**config.mk**
```make
export PLATFORM = sky130hd
export DESIGN_NAME = sobel_gradient_fixed_point_unit
export DESIGN_NICKNAME = d
export VERILOG_FILES = /design/src/rtl/sobgrad_pkg.sv /design/src/rtl/sobel_gradient_fixed_point_unit.sv /design/src/rtl/sobgrad_ram.sv
export VERILOG_INCLUDE_DIRS = /design/src /design/src/rtl
export SDC_FILE = /design/constraint.sdc
export NUM_CORES = 2
export LEC_CHECK = 0
export ABC_AREA = 0
export BUFFER_PORTS_ARGS = -buffer_cell sky130_fd_sc_hd__clkbuf_2
export CORE_MARGIN = 3
export CORE_UTILIZATION = 50
export DETAILED_ROUTE_END_ITERATION = 12
export GPL_ROUTABILITY_DRIVEN = 1
export PLACE_DENSITY = 0.65
export SYNTH_ARGS = -nofsm -noshare
export SYNTH_HDL_FRONTEND = slang
export SYNTH_MEMORY_MAX_BITS = 65536
export SYNTH_SLANG_ARGS = --single-unit
```
**constraint.sdc**
```tcl
create_clock -name clk_i -period 9.6 [get_ports clk_i]
set_input_delay 1.92 -clock clk_i [delete_from_list [all_inputs] [get_ports clk_i]]
set_output_delay 1.92 -clock clk_i [all_outputs]
set_load 0.03 [all_outputs]
```
**src/rtl/sobel_gradient_fixed_point_unit_macros.svh**
```systemverilog
// Assertion macros for the Sobel gradient unit.
// Included by RTL files that carry concurrent checks; no other dependencies.
`ifndef SOBEL_GRADIENT_FIXED_POINT_UNIT_MACROS_SVH
`define SOBEL_GRADIENT_FIXED_POINT_UNIT_MACROS_SVH

`ifndef SYNTHESIS
`define SGF_ASSERT(lbl, clk, rstn, prop) \
  lbl: assert property (@(posedge clk) disable iff (!rstn) prop) \
    else $error("sobel gradient check failed");
`define SGF_NEVER(lbl, clk, rstn, cond) \
  lbl: assert property (@(posedge clk) disable iff (!rstn) !(cond)) \
    else $error("sobel gradient forbidden condition");
`else
`define SGF_ASSERT(lbl, clk, rstn, prop)
`define SGF_NEVER(lbl, clk, rstn, cond)
`endif

`endif

```
**src/rtl/sobgrad_pkg.sv**
```systemverilog
// Shared types, constants and fixed-point helpers for the Sobel gradient unit.
// No dependencies.
`default_nettype none

package sobgrad_pkg;

  localparam int SAMPLE_BITS  = 8;
  localparam int MAX_COLS     = 256;
  localparam int MAX_ROWS     = 256;
  localparam int IN_INT_BITS  = 1;
  localparam int OUT_INT_BITS = 4;
  localparam int ALIGN_SHIFT  = OUT_INT_BITS - IN_INT_BITS;

  localparam int SizeW  = 9;
  localparam int OutW   = 8;
  localparam int ColW   = $clog2(MAX_COLS);
  localparam int RowW   = $clog2(MAX_ROWS + 2);
  localparam int AccW   = SAMPLE_BITS + ALIGN_SHIFT + 2;
  localparam int HalfLsb = 1 << (ALIGN_SHIFT - 1);
  localparam int SatMax  = (1 << (SAMPLE_BITS - 1)) - 1;
  localparam int SatMin  = -(1 << (SAMPLE_BITS - 1));

  localparam logic [SizeW-1:0] SIZE_RESET = SizeW'(150);
  localparam logic [SizeW-1:0] SIZE_MIN   = SizeW'(3);

  typedef logic signed [SAMPLE_BITS-1:0] sample_t;
  typedef logic signed [2:0]             coef_t;

  typedef enum logic [0:0] {
    OP_PIXEL = 1'b0,
    OP_DRAIN = 1'b1
  } op_e;

  typedef enum logic [0:0] {
    CFG_ROWS = 1'b0,
    CFG_COLS = 1'b1
  } cfg_idx_e;

  localparam coef_t COEF_X [9] = '{3'sd1, 3'sd0, -3'sd1,
                                   3'sd2, 3'sd0, -3'sd2,
                                   3'sd1, 3'sd0, -3'sd1};
  localparam coef_t COEF_Y [9] = '{3'sd1,  3'sd2,  3'sd1,
                                   3'sd0,  3'sd0,  3'sd0,
                                   -3'sd1, -3'sd2, -3'sd1};

  function automatic logic [SizeW-1:0] clamp_size(logic [SizeW-1:0] v,
                                                  logic [SizeW-1:0] hi);
    logic [SizeW-1:0] r;
    if (v < SIZE_MIN) begin
      r = SIZE_MIN;
    end else if (v > hi) begin
      r = hi;
    end else begin
      r = v;
    end
    return r;
  endfunction

  // acc*2^shift + v*c, round to nearest (ties up), saturate
  function automatic sample_t add_tap(sample_t acc, sample_t v, coef_t c);
    logic signed [AccW-1:0] s;
    logic signed [AccW-1:0] q;
    sample_t r;
    s = (AccW'(acc) <<< ALIGN_SHIFT) + AccW'(v) * AccW'(c);
    q = (s + AccW'(HalfLsb)) >>> ALIGN_SHIFT;
    if (q > AccW'(SatMax)) begin
      r = sample_t'(SatMax);
    end else if (q < AccW'(SatMin)) begin
      r = sample_t'(SatMin);
    end else begin
      r = q[SAMPLE_BITS-1:0];
    end
    return r;
  endfunction

endpackage

`default_nettype wire

```
**src/rtl/sobel_gradient_fixed_point_unit.sv**
```systemverilog
// Top level of the streaming 3x3 Sobel gradient unit.
// Depends on sobgrad_pkg, sobgrad_ram and the assertion macro header.
//
// Usage:
//   Input channel (in_valid_i/in_ready_o) takes one request per cycle while
//   ready: a pixel sample in raster order, or a drain request after the frame.
//   After rows*cols pixels send cols+1 drain requests to flush the last outputs.
//   Output channel (out_valid_o/out_ready_i) gives zero or one gradient per
//   request: grad_x/grad_y in Q4.4 with row, column and a frame_last flag.
//   Gradient (i,j) leaves with the request for pixel (i+1,j+1), or for the
//   next row's column 0 at the right edge.
//   Throughput: one request per cycle unless the output stalls, set by the
//   column line store RAM (one read and one write per cycle) and a
//   four-register pipeline: request, tap, first-half and result registers.
//   Requests that produce no result drop out after the window stage, so the
//   input keeps flowing while a stalled output holds, until the pipeline
//   behind it fills; then in_ready_o falls.
//   Reset: sizes 150x150, scan at row 0 column 0, window cleared. Line
//   store contents are unknown; rows outside the image are masked.
//   A configuration write restarts the frame; write only when idle.
`default_nettype none
`include "sobel_gradient_fixed_point_unit_macros.svh"

module sobel_gradient_fixed_point_unit (
  input  wire logic                                clk_i,
  input  wire logic                                rst_ni,
  input  wire logic                                cfg_we_i,
  input  wire logic                                cfg_idx_i,
  input  wire logic [sobgrad_pkg::SizeW-1:0]       cfg_wdata_i,
  input  wire logic                                in_valid_i,
  output      logic                                in_ready_o,
  input  wire logic                                operation_i,
  input  wire logic signed [sobgrad_pkg::SAMPLE_BITS-1:0] pixel_i,
  output      logic                                out_valid_o,
  input  wire logic                                out_ready_i,
  output      logic signed [sobgrad_pkg::SAMPLE_BITS-1:0] grad_x_o,
  output      logic signed [sobgrad_pkg::SAMPLE_BITS-1:0] grad_y_o,
  output      logic [sobgrad_pkg::OutW-1:0]        out_row_o,
  output      logic [sobgrad_pkg::OutW-1:0]        out_col_o,
  output      logic                                frame_last_o
);

  import sobgrad_pkg::*;

  typedef struct packed {
    logic [OutW-1:0] orow;
    logic [OutW-1:0] ocol;
    logic            last;
  } meta_t;

  typedef struct packed {
    sample_t         sample;
    logic [ColW-1:0] addr;
    logic            col_zero;
    logic            top_ok;
    logic            mid_ok;
    logic            res;
    meta_t           meta;
  } s1_t;

  // configuration
  logic [SizeW-1:0] rows_q, cols_q;
  logic [SizeW-1:0] rows_eff, cols_eff, cols_m1;
  logic [SizeW:0]   rows_lim;

  always_ff @(posedge clk_i or negedge rst_ni) begin
    if (!rst_ni) begin
      rows_q <= SIZE_RESET;
      cols_q <= SIZE_RESET;
    end else if (cfg_we_i) begin
      unique case (cfg_idx_e'(cfg_idx_i))
        CFG_ROWS: rows_q <= cfg_wdata_i;
        CFG_COLS: cols_q <= cfg_wdata_i;
        default:  rows_q <= rows_q;
      endcase
    end
  end

  assign rows_eff = clamp_size(rows_q, SizeW'(MAX_ROWS));
  assign cols_eff = clamp_size(cols_q, SizeW'(MAX_COLS));
  assign cols_m1  = cols_eff - SizeW'(1);
  assign rows_lim = {1'b0, rows_eff} + (SizeW+1)'(1);

  // pipeline handshake
  logic v1_q, v2_q, v3_q, v4_q;
  logic ld1, ld2, ld3, ld4, move1, accept;
  s1_t  s1_q, s1_d;

  assign ld4    = !v4_q || out_ready_i;
  assign ld3    = !v3_q || ld4;
  assign ld2    = !v2_q || ld3;
  assign move1  = v1_q && (ld2 || !s1_q.res);
  assign ld1    = !v1_q || move1;
  assign accept = in_valid_i && ld1;
  assign in_ready_o = ld1;

  // scan position and request decode
  logic [RowW-1:0] row_q, row_d, r_m1, r_m2;
  logic [ColW-1:0] col_q, col_d;
  logic [ColW:0]   c_inc;

  always_comb begin
    r_m1  = row_q - RowW'(1);
    r_m2  = row_q - RowW'(2);
    c_inc = {1'b0, col_q} + (ColW+1)'(1);

    s1_d.sample   = (op_e'(operation_i) == OP_PIXEL && row_q < rows_eff) ? pixel_i : '0;
    s1_d.addr     = col_q;
    s1_d.col_zero = (col_q == '0);
    s1_d.top_ok   = (row_q >= RowW'(2)) && (r_m2 < rows_eff);
    s1_d.mid_ok   = (row_q >= RowW'(1)) && (r_m1 < rows_eff);
    s1_d.res      = s1_d.col_zero ? s1_d.top_ok : s1_d.mid_ok;
    s1_d.meta.orow = s1_d.col_zero ? OutW'(r_m2) : OutW'(r_m1);
    s1_d.meta.ocol = s1_d.col_zero ? OutW'(cols_m1) : OutW'(col_q - ColW'(1));
    s1_d.meta.last = s1_d.col_zero && s1_d.top_ok && (r_m2 == rows_eff - SizeW'(1));

    priority if ({1'b0, row_q} >= rows_lim) begin
      row_d = '0;
      col_d = '0;
    end else if (c_inc >= cols_eff) begin
      row_d = row_q + RowW'(1);
      col_d = '0;
    end else begin
      row_d = row_q;
      col_d = c_inc[ColW-1:0];
    end
  end

  always_ff @(posedge clk_i or negedge rst_ni) begin
    if (!rst_ni) begin
      row_q <= '0;
      col_q <= '0;
    end else if (cfg_we_i) begin
      row_q <= '0;
      col_q <= '0;
    end else if (accept) begin
      row_q <= row_d;
      col_q <= col_d;
    end
  end

  always_ff @(posedge clk_i or negedge rst_ni) begin
    if (!rst_ni) begin
      v1_q <= 1'b0;
    end else if (ld1) begin
      v1_q <= in_valid_i;
    end
  end

  always_ff @(posedge clk_i) begin
    if (accept) begin
      s1_q <= s1_d;
    end
  end

  // line stores: upper byte is two rows back, lower byte one row back
  logic [2*SAMPLE_BITS-1:0] ls_rdata;
  sample_t                  rd_upper, rd_lower;

  assign rd_upper = ls_rdata[2*SAMPLE_BITS-1:SAMPLE_BITS];
  assign rd_lower = ls_rdata[SAMPLE_BITS-1:0];

  sobgrad_ram #(
    .Width(2 * SAMPLE_BITS),
    .Depth(MAX_COLS)
  ) u_line_store (
    .clk_i  (clk_i),
    .we_i   (move1),
    .waddr_i(s1_q.addr),
    .wdata_i({rd_lower, s1_q.sample}),
    .re_i   (accept),
    .raddr_i(col_q),
    .rdata_o(ls_rdata)
  );

  // window stage
  sample_t win_q [9];
  sample_t win_d [9];
  sample_t taps  [9];
  sample_t new_col [3];

  always_comb begin
    new_col[0] = s1_q.top_ok ? rd_upper : '0;
    new_col[1] = s1_q.mid_ok ? rd_lower : '0;
    new_col[2] = s1_q.sample;
    for (int k = 0; k < 3; k++) begin
      taps[3*k]     = win_q[3*k+1];
      taps[3*k+1]   = win_q[3*k+2];
      taps[3*k+2]   = s1_q.col_zero ? '0 : new_col[k];
      win_d[3*k]    = s1_q.col_zero ? '0 : taps[3*k];
      win_d[3*k+1]  = s1_q.col_zero ? '0 : taps[3*k+1];
      win_d[3*k+2]  = new_col[k];
    end
  end

  always_ff @(posedge clk_i or negedge rst_ni) begin
    if (!rst_ni) begin
      for (int k = 0; k < 9; k++) begin
        win_q[k] <= '0;
      end
    end else if (cfg_we_i) begin
      for (int k = 0; k < 9; k++) begin
        win_q[k] <= '0;
      end
    end else if (move1) begin
      win_q <= win_d;
    end
  end

  // tap register
  sample_t tap2_q [9];
  meta_t   meta2_q;

  always_ff @(posedge clk_i or negedge rst_ni) begin
    if (!rst_ni) begin
      v2_q <= 1'b0;
    end else if (ld2) begin
      v2_q <= v1_q && s1_q.res;
    end
  end

  always_ff @(posedge clk_i) begin
    if (ld2 && v1_q && s1_q.res) begin
      tap2_q  <= taps;
      meta2_q <= s1_q.meta;
    end
  end

  // first half of the tap chain
  sample_t gx_p, gy_p;
  sample_t gx3_q, gy3_q;
  sample_t tail3_q [4];
  meta_t   meta3_q;

  always_comb begin
    gy_p = add_tap(add_tap(add_tap('0, tap2_q[0], COEF_Y[0]),
                           tap2_q[1], COEF_Y[1]), tap2_q[2], COEF_Y[2]);
    gx_p = add_tap(add_tap(add_tap('0, tap2_q[0], COEF_X[0]),
                           tap2_q[2], COEF_X[2]), tap2_q[3], COEF_X[3]);
  end

  always_ff @(posedge clk_i or negedge rst_ni) begin
    if (!rst_ni) begin
      v3_q <= 1'b0;
    end else if (ld3) begin
      v3_q <= v2_q;
    end
  end

  always_ff @(posedge clk_i) begin
    if (ld3 && v2_q) begin
      gx3_q   <= gx_p;
      gy3_q   <= gy_p;
      meta3_q <= meta2_q;
      for (int k = 0; k < 4; k++) begin
        tail3_q[k] <= tap2_q[k+5];
      end
    end
  end

  // second half and result register
  sample_t gx_f, gy_f;
  sample_t gx4_q, gy4_q;
  meta_t   meta4_q;

  always_comb begin
    gy_f = add_tap(add_tap(add_tap(gy3_q, tail3_q[1], COEF_Y[6]),
                           tail3_q[2], COEF_Y[7]), tail3_q[3], COEF_Y[8]);
    gx_f = add_tap(add_tap(add_tap(gx3_q, tail3_q[0], COEF_X[5]),
                           tail3_q[1], COEF_X[6]), tail3_q[3], COEF_X[8]);
  end

  always_ff @(posedge clk_i or negedge rst_ni) begin
    if (!rst_ni) begin
      v4_q <= 1'b0;
    end else if (ld4) begin
      v4_q <= v3_q;
    end
  end

  always_ff @(posedge clk_i) begin
    if (ld4 && v3_q) begin
      gx4_q   <= gx_f;
      gy4_q   <= gy_f;
      meta4_q <= meta3_q;
    end
  end

  assign out_valid_o  = v4_q;
  assign grad_x_o     = gx4_q;
  assign grad_y_o     = gy4_q;
  assign out_row_o    = meta4_q.orow;
  assign out_col_o    = meta4_q.ocol;
  assign frame_last_o = meta4_q.last;

  `SGF_ASSERT(a_col_in_frame, clk_i, rst_ni, col_q < cols_eff)
  `SGF_ASSERT(a_row_in_scan, clk_i, rst_ni, row_q <= rows_lim)
  `SGF_ASSERT(a_last_at_edge, clk_i, rst_ni, (out_valid_o && frame_last_o) |-> (out_col_o == OutW'(cols_m1)))
  `SGF_NEVER(a_result_lost, clk_i, rst_ni, v1_q && s1_q.res && move1 && !ld2)

endmodule

`default_nettype wire

```
**src/rtl/sobgrad_ram.sv**
```systemverilog
// Generic single-write, single-read RAM with registered, enabled read port.
// No dependencies.
`default_nettype none

module sobgrad_ram #(
  parameter int Width = 16,
  parameter int Depth = 256
) (
  input  wire logic                     clk_i,
  input  wire logic                     we_i,
  input  wire logic [$clog2(Depth)-1:0] waddr_i,
  input  wire logic [Width-1:0]         wdata_i,
  input  wire logic                     re_i,
  input  wire logic [$clog2(Depth)-1:0] raddr_i,
  output      logic [Width-1:0]         rdata_o
);

  logic [Width-1:0] mem_q [Depth];
  logic [Width-1:0] rdata_q;

  always_ff @(posedge clk_i) begin
    if (we_i) begin
      mem_q[waddr_i] <= wdata_i;
    end
    if (re_i) begin
      rdata_q <= mem_q[raddr_i];
    end
  end

  assign rdata_o = rdata_q;

endmodule

`default_nettype wire
```
Yosys cells after proc, flatten, opt, wreduce, memory -nomap -nowiden

Memories as Yosys holds them, arrays and structs flattened. A register that Yosys moved wholly into a read port is not among the register bits.
Cells that the tools add are included.

Word-level logic and storage cells: 191
Output and inout bits: 35
Memories kept: 2
RAM bits: 4128
Register bits: 271
Input bits: 24

Memory list:

| name               | words | width | read ports | clocked after Yosys merged registers in | wr ports | RTL line                               | source |
|---|---|---|---|---|---|---|---|
| u_line_store.mem_q | 256   | 16    | 1          | 1                                       | 1        | sobgrad_ram.sv:18                      | `logic [Width-1:0] mem_q [Depth];` |
| tail3_q            | 4     | 8     | 4          | 0                                       | 4        | sobel_gradient_fixed_point_unit.sv:232 | `sample_t tail3_q [4];` |

Mux-type cells: 46
Add/sub/neg operators: 34
Equal/unequal tests: 1
Magnitude comparators: 33
Bitwise operators: 2
Reductions and logical operators: 29

Operators with widths:

| operator                                                       | count |
|---|---|
| two-way mux 8 bit                                              | 31 |
| two-way mux 64 bit                                             | 2 |
| greater-than comparator 10 x 8 -> 1 bit, second input constant | 10 |
| < comparator 10 x 8 -> 1 bit, second input constant            | 10 |
| adder 11 x 13 -> 13 bit                                        | 6 |
| adder 13 x 4 -> 13 bit, second input constant                  | 6 |
| two-way mux 9 bit                                              | 8 |
| adder 12 x 4 -> 13 bit, second input constant                  | 4 |
| negation 8 -> 13 bit                                           | 3 |
| < comparator 9 bit                                             | 3 |
| adder 11 x 8 -> 12 bit                                         | 2 |
| adder 11 x 9 -> 12 bit                                         | 2 |
| negation 8 -> 12 bit                                           | 2 |
| greater-than comparator 9 bit, second input constant           | 2 |
| < comparator 9 x 2 -> 1 bit, second input constant             | 2 |
| subtractor 9 x 1 -> 9 bit, second input constant               | 2 |
| subtractor 8 x 1 -> 8 bit, second input constant               | 2 |
| logical AND 1 bit                                              | 12 |
| adder 9 x 1 -> 10 bit, second input constant                   | 1 |
| greater-or-equal comparator 9 x 10 -> 1 bit                    | 1 |
| adder 8 x 1 -> 9 bit, second input constant                    | 1 |
| adder 8 x 4 -> 9 bit, second input constant                    | 1 |
| adder 9 x 1 -> 9 bit, second input constant                    | 1 |
| equality test 9 bit                                            | 1 |
| 14 further kinds                                               | 30 |

Longest topological paths before layout

An unclocked memory read counts as a cell.

Depth in word-level cells: 16
Gate-level depth with buffers: 31
Depth with buffers taken out: 31

Cells and area by module

Synthesis repeated with hierarchy kept, for this count alone.

Cells, all modules: 8907
Area, all modules: 175684.7 um^2

By module, submodules not included:

| module                          | seq. area each (um^2) | area each (um^2) | cells an instance | times used |
|---|---|---|---|---|
| sobgrad_ram                     | 123478.4              | 158874.9         | 7360              | 1 |
| sobel_gradient_fixed_point_unit | 8428.1                | 16809.9          | 1547              | 1 |

Worst setup path after synthesis

OpenSTA, ideal clock, no wires.

Path kind: register -> register
Start point: memory tail3_q[0][2] (netlist bit)
End point: register gx4_q[1], in the netlist grad_x_o[1], data pin
Arrival: 6.921 ns
Period minus slack after synthesis: 7.185 ns
Buffers on the path: 0
Required time: 9.336 ns
Setup slack: 2.415 ns
Stages on the path, launching flop included: 28
Library setup time: 0.264 ns
Path through: edfxtp_1 nor4_1 nor4b_1 xnor2_1 ha_1 or4_1 o21ai_0 xnor2_1 a2bb2oi_1 o221a_2 o31ai_1 ha_1 o21ai_0 a21oi_1 o211a_1 or2_2 a2bb2oi_1 o22a_1 o21ai_0 ha_1 a21o_1 a21oi_1 a21oi_1 a2111oi_0 nand3_1 a2111oi_0 a211o_1 o21ai_0

RTL lines:

| what                 | RTL line                               | source |
|---|---|---|
| from (decl)          | sobel_gradient_fixed_point_unit.sv:232 |  |
| to (signal assigned) | sobel_gradient_fixed_point_unit.sv:283 | `gx4_q <= gx_f;` |
| to (decl)            | sobel_gradient_fixed_point_unit.sv:263 | `sample_t gx4_q, gy4_q;` |

==> summary.txt <==
Run status
  • Outcome: completed

Synthesis
  • Synth Area in Compound Gates: 1.83%
  • Synthesized Nets: 8069
  • Synth area leaders: edfxtp_1 (75%), mux4_2 (17%), dfrtp_1 (1.1%), ha_1 (1.0%), nor2_1 (0.82%)
  • Number of distinct library cells after synthesis: 72
  • Simple-Gate Fraction of Synth Area: 2.27%
  • Yosys warns: 0
  • Register area share after synthesis: 75.8%
  • Synth top area share: 74.6%
  • Cells after synthesis: 7897
  • Ys flop type: edfxtp_1
  • Synth Cell Area: 174000 um2
  • Largest family of logic cells by synthesized area: multiplexers
  • Post-synthesis mux area share: 17.1%
  • Syn Area/Cell: 22.0 um2
  • Post-synth EDFFs: 4324
  • XOR/XNOR Fraction of Synth Area: 0.632%
  • Async set-or-reset flop fraction in the synthesized netlist: 1.86%
  • Largest area contributor in the netlist: edfxtp_1
  • Yosys reg bits: 4406
  • Synth Area in Adders: 1.10%

Placed design
  • Placed cell areas: 181000 um2
  • Placed cells: 12433
  • Worst slack at placement: 1550 ps
  • Routability cong.: 0.828
  • Final HPWL from detailed placement: 245 mm
  • # port buffers: 58

GRT
  • GRT overflow: 0
  • Vias in the first global route: 84265
  • Initial antenna violation count: 21
  • GR Util All Layers: 23.9%
  • Largest net degree at the start of global routing: 217
  • First-pass GRT wire length: 613 mm

Worst setup path
  • FF-to-FF path depth: 27
  • Crit. path cell count: 27
  • Crit path kind: reg2reg
  • CP most frequent cell: o21ai_0
  • CP peak stage delay: 570 ps
  • CP delay by family, top: compound AO/OA/AOI/OAI gates
  • WP data required: 10320 ps
  • WP data arrival: 8760 ps
  • Crit end category: register
  • Slowest CP cell: or4_1
  • Critical path buffer and inverter count: 0
  • CP max FO: 8
  • Startpoint types: register

Power
  • Comb power frac: 30.5%
  • Pwr Density: 295 nW/um2
  • Power Internal: 0.0401 W
  • Maximum vdd drop: 0.657 mV
  • Reg power frac: 40.4%
  • Net Switching: 0.0177 W
  • Leakage: 61.4 nW
  • Net Sw Frac: 30.6%
  • Clk pwr share: 29.1%

Hold path
  • Hold Path Class: reg2reg
  • Worst Hold Depth: 0

Timing
  • Final clock skew: 61.6 ps
  • Setup TNS: 0 ps
  • Number of setup violations in the final report: 0
  • Final worst path period need: 8040 ps
  • Worst slew pin tran: 1370 ps
  • Period utilisation layout: 83.7%
  • Slew HR: 8.78%
  • Fmax: 124 MHz
  • Slew Limit Fails: 0
  • RSZ-0062 raised after global routing: false
  • Hold Vio Cnt, Final: 0
  • Worst setup slack after layout: 1560 ps

Floorplan
  • Die Ht: 596 um
  • Die area: 355000 um2
  • I/O pins: 59
  • Core area: 345000 um2
  • DIE WIDTH: 596 um
  • Row cnt: 215
  • Starting Density: 50.5%

Routing
  • Antenna Nets Post-Route: 0
  • Drt wl/cell: 32.0 um
  • Initial drt markers: 10870
  • DRC: 0
  • Avg Vias per Cell: 6.31
  • Drt pass-1 iters: 6
  • Vias: 83495
  • Post-Route WL: 423 mm

Layout
  • Final core utilization: 56.7%
  • Nets: 8485
  • Commonest cells after routing, fill and taps aside: edfxtp_1 (4324), mux4_2 (1294), clkbuf_16 (438), buf_4 (292), nor2_1 (228)
  • Finished Layout Cells: 13233
  • Final non-filler cell area: 195000 um2
  • Fill cells: 24766
  • Fraction of layout cells with a size suffix above 1: 29.1%
  • Area growth syn-to-layout: 12.3%
  • Commonest non-fill, non-tap cell in the layout: edfxtp_1

Clock network
  • PostCTS Resize Cnt: 0
  • CTS Buf Count: 435
  • CTS Buffer Depth: 4
  • Reg clk slew, reported paths: 60 ps
  • Post-cts hold buffer count: 0
  • Worst-Skew Late Latency: 990 ps
  • Clock sinks: 4406
  • TritonCTS clock tree: yes
  • H-tree Lvls: 5
  • Root Buffer: clkbuf_16
  • Post-CTS setup repair buffer count: 0

Run
  • Max cap viols: 0
[synthesized netlist by cell type, types with 28 or more instances]
master and count:
mux2i_1 34, and2_1 37, a21oi_1 118, a21o_1 36
clkbuf_1 195, buf_2 116, nor3_1 41, inv_1 86
a31oi_1 34, mux4_2 1294, buf_1 55, o21ai_0 96
dfrtp_1 74, nor2b_1 41, xnor2_1 80, a211oi_1 34
mux2_2 28, nand2_1 221, nand3_1 69, ha_1 140
edfxtp_1 4324, xor2_1 43, nor2_1 380, buf_4 28
[registers in the layout, indices dropped and copies added (netlist names), 8 cells and up]
name and flops:
u_line_store.mem_q 4096, tap2_q 60, taps 43, tail3_q 32, s1_q 29, meta2_q 17
meta3_q 17, u_line_store.rdata_o 16, cols_q 9, row_q 9, rows_q 9, col_q 8
grad_x_o 8, grad_y_o 8, gx3_q 8, gy3_q 8, new_col 8, out_col_o 8
out_row_o 8
[through the flow]
step / total power (W) / hold WS [ps]
after detailed placement: 0.0414 / 405
after global routing: 0.0603 / 416
after floorplan: 0.0364 / 400
after global placement: 0.0410 / 401
final: 0.0577 / 414
after CTS: 0.0581 / 409
[final cells by class]
class | instances | area, um2 | share of cell area [%]
inverters | 89 | 344 | 0.176
well taps | 4557 | 5700 | 2.92
multi-input cells | 3004 | 40400 | 20.7
diodes | 5 | 12.5 | 0.00640
clock inverters | 273 | 2700 | 1.38
clock buffers | 522 | 11300 | 5.78
repair buffers | 377 | 3040 | 1.55
flip-flops and latches | 4406 | 132000 | 67.5
[kinds of logic after synthesis]
family	after synthesis
mux	1356
xor+xnor	124
fa+ha+maj	148
simple gates	887
buf+inv	487
compound gates	489
flops	4406
[power groups by stage]
stage | registers, W | clock network [W] | logic, W
floorplan | 0.0245 | 0 | 0.0119
global placement | 0.0237 | 0 | 0.0173
detailed placement | 0.0237 | 0 | 0.0177
CTS | 0.0233 | 0.0170 | 0.0177
global route | 0.0234 | 0.0178 | 0.0191
finish | 0.0233 | 0.0168 | 0.0176
[final timing paths]
kind,start,to,slack [ps]
max,tail3_q[0][2],grad_x_o[1],1560
max in group asynchronous,rst_ni,col_q[6],7480
min,tap2_q[13],tail3_q[2][5],410
min in group asynchronous,rst_ni,taps[12],900
min reg2reg,tap2_q[13],tail3_q[2][5],410
max reg2reg,tail3_q[0][2],grad_x_o[1],1560
[routing by layer]
layer	vias to the layer above	part of all wire [%]	wire length, um	track usage (%)
met3	617	8.4	35700	4.06
met2	3826	48	203000	37.5
met5	-	0.0031	13	0
met4	2	3.0	12600	6.51
li1	34020	-	-	-
met1	45030	41	172000	35.1
No activity file was read; power rests on OpenSTA's default activity.
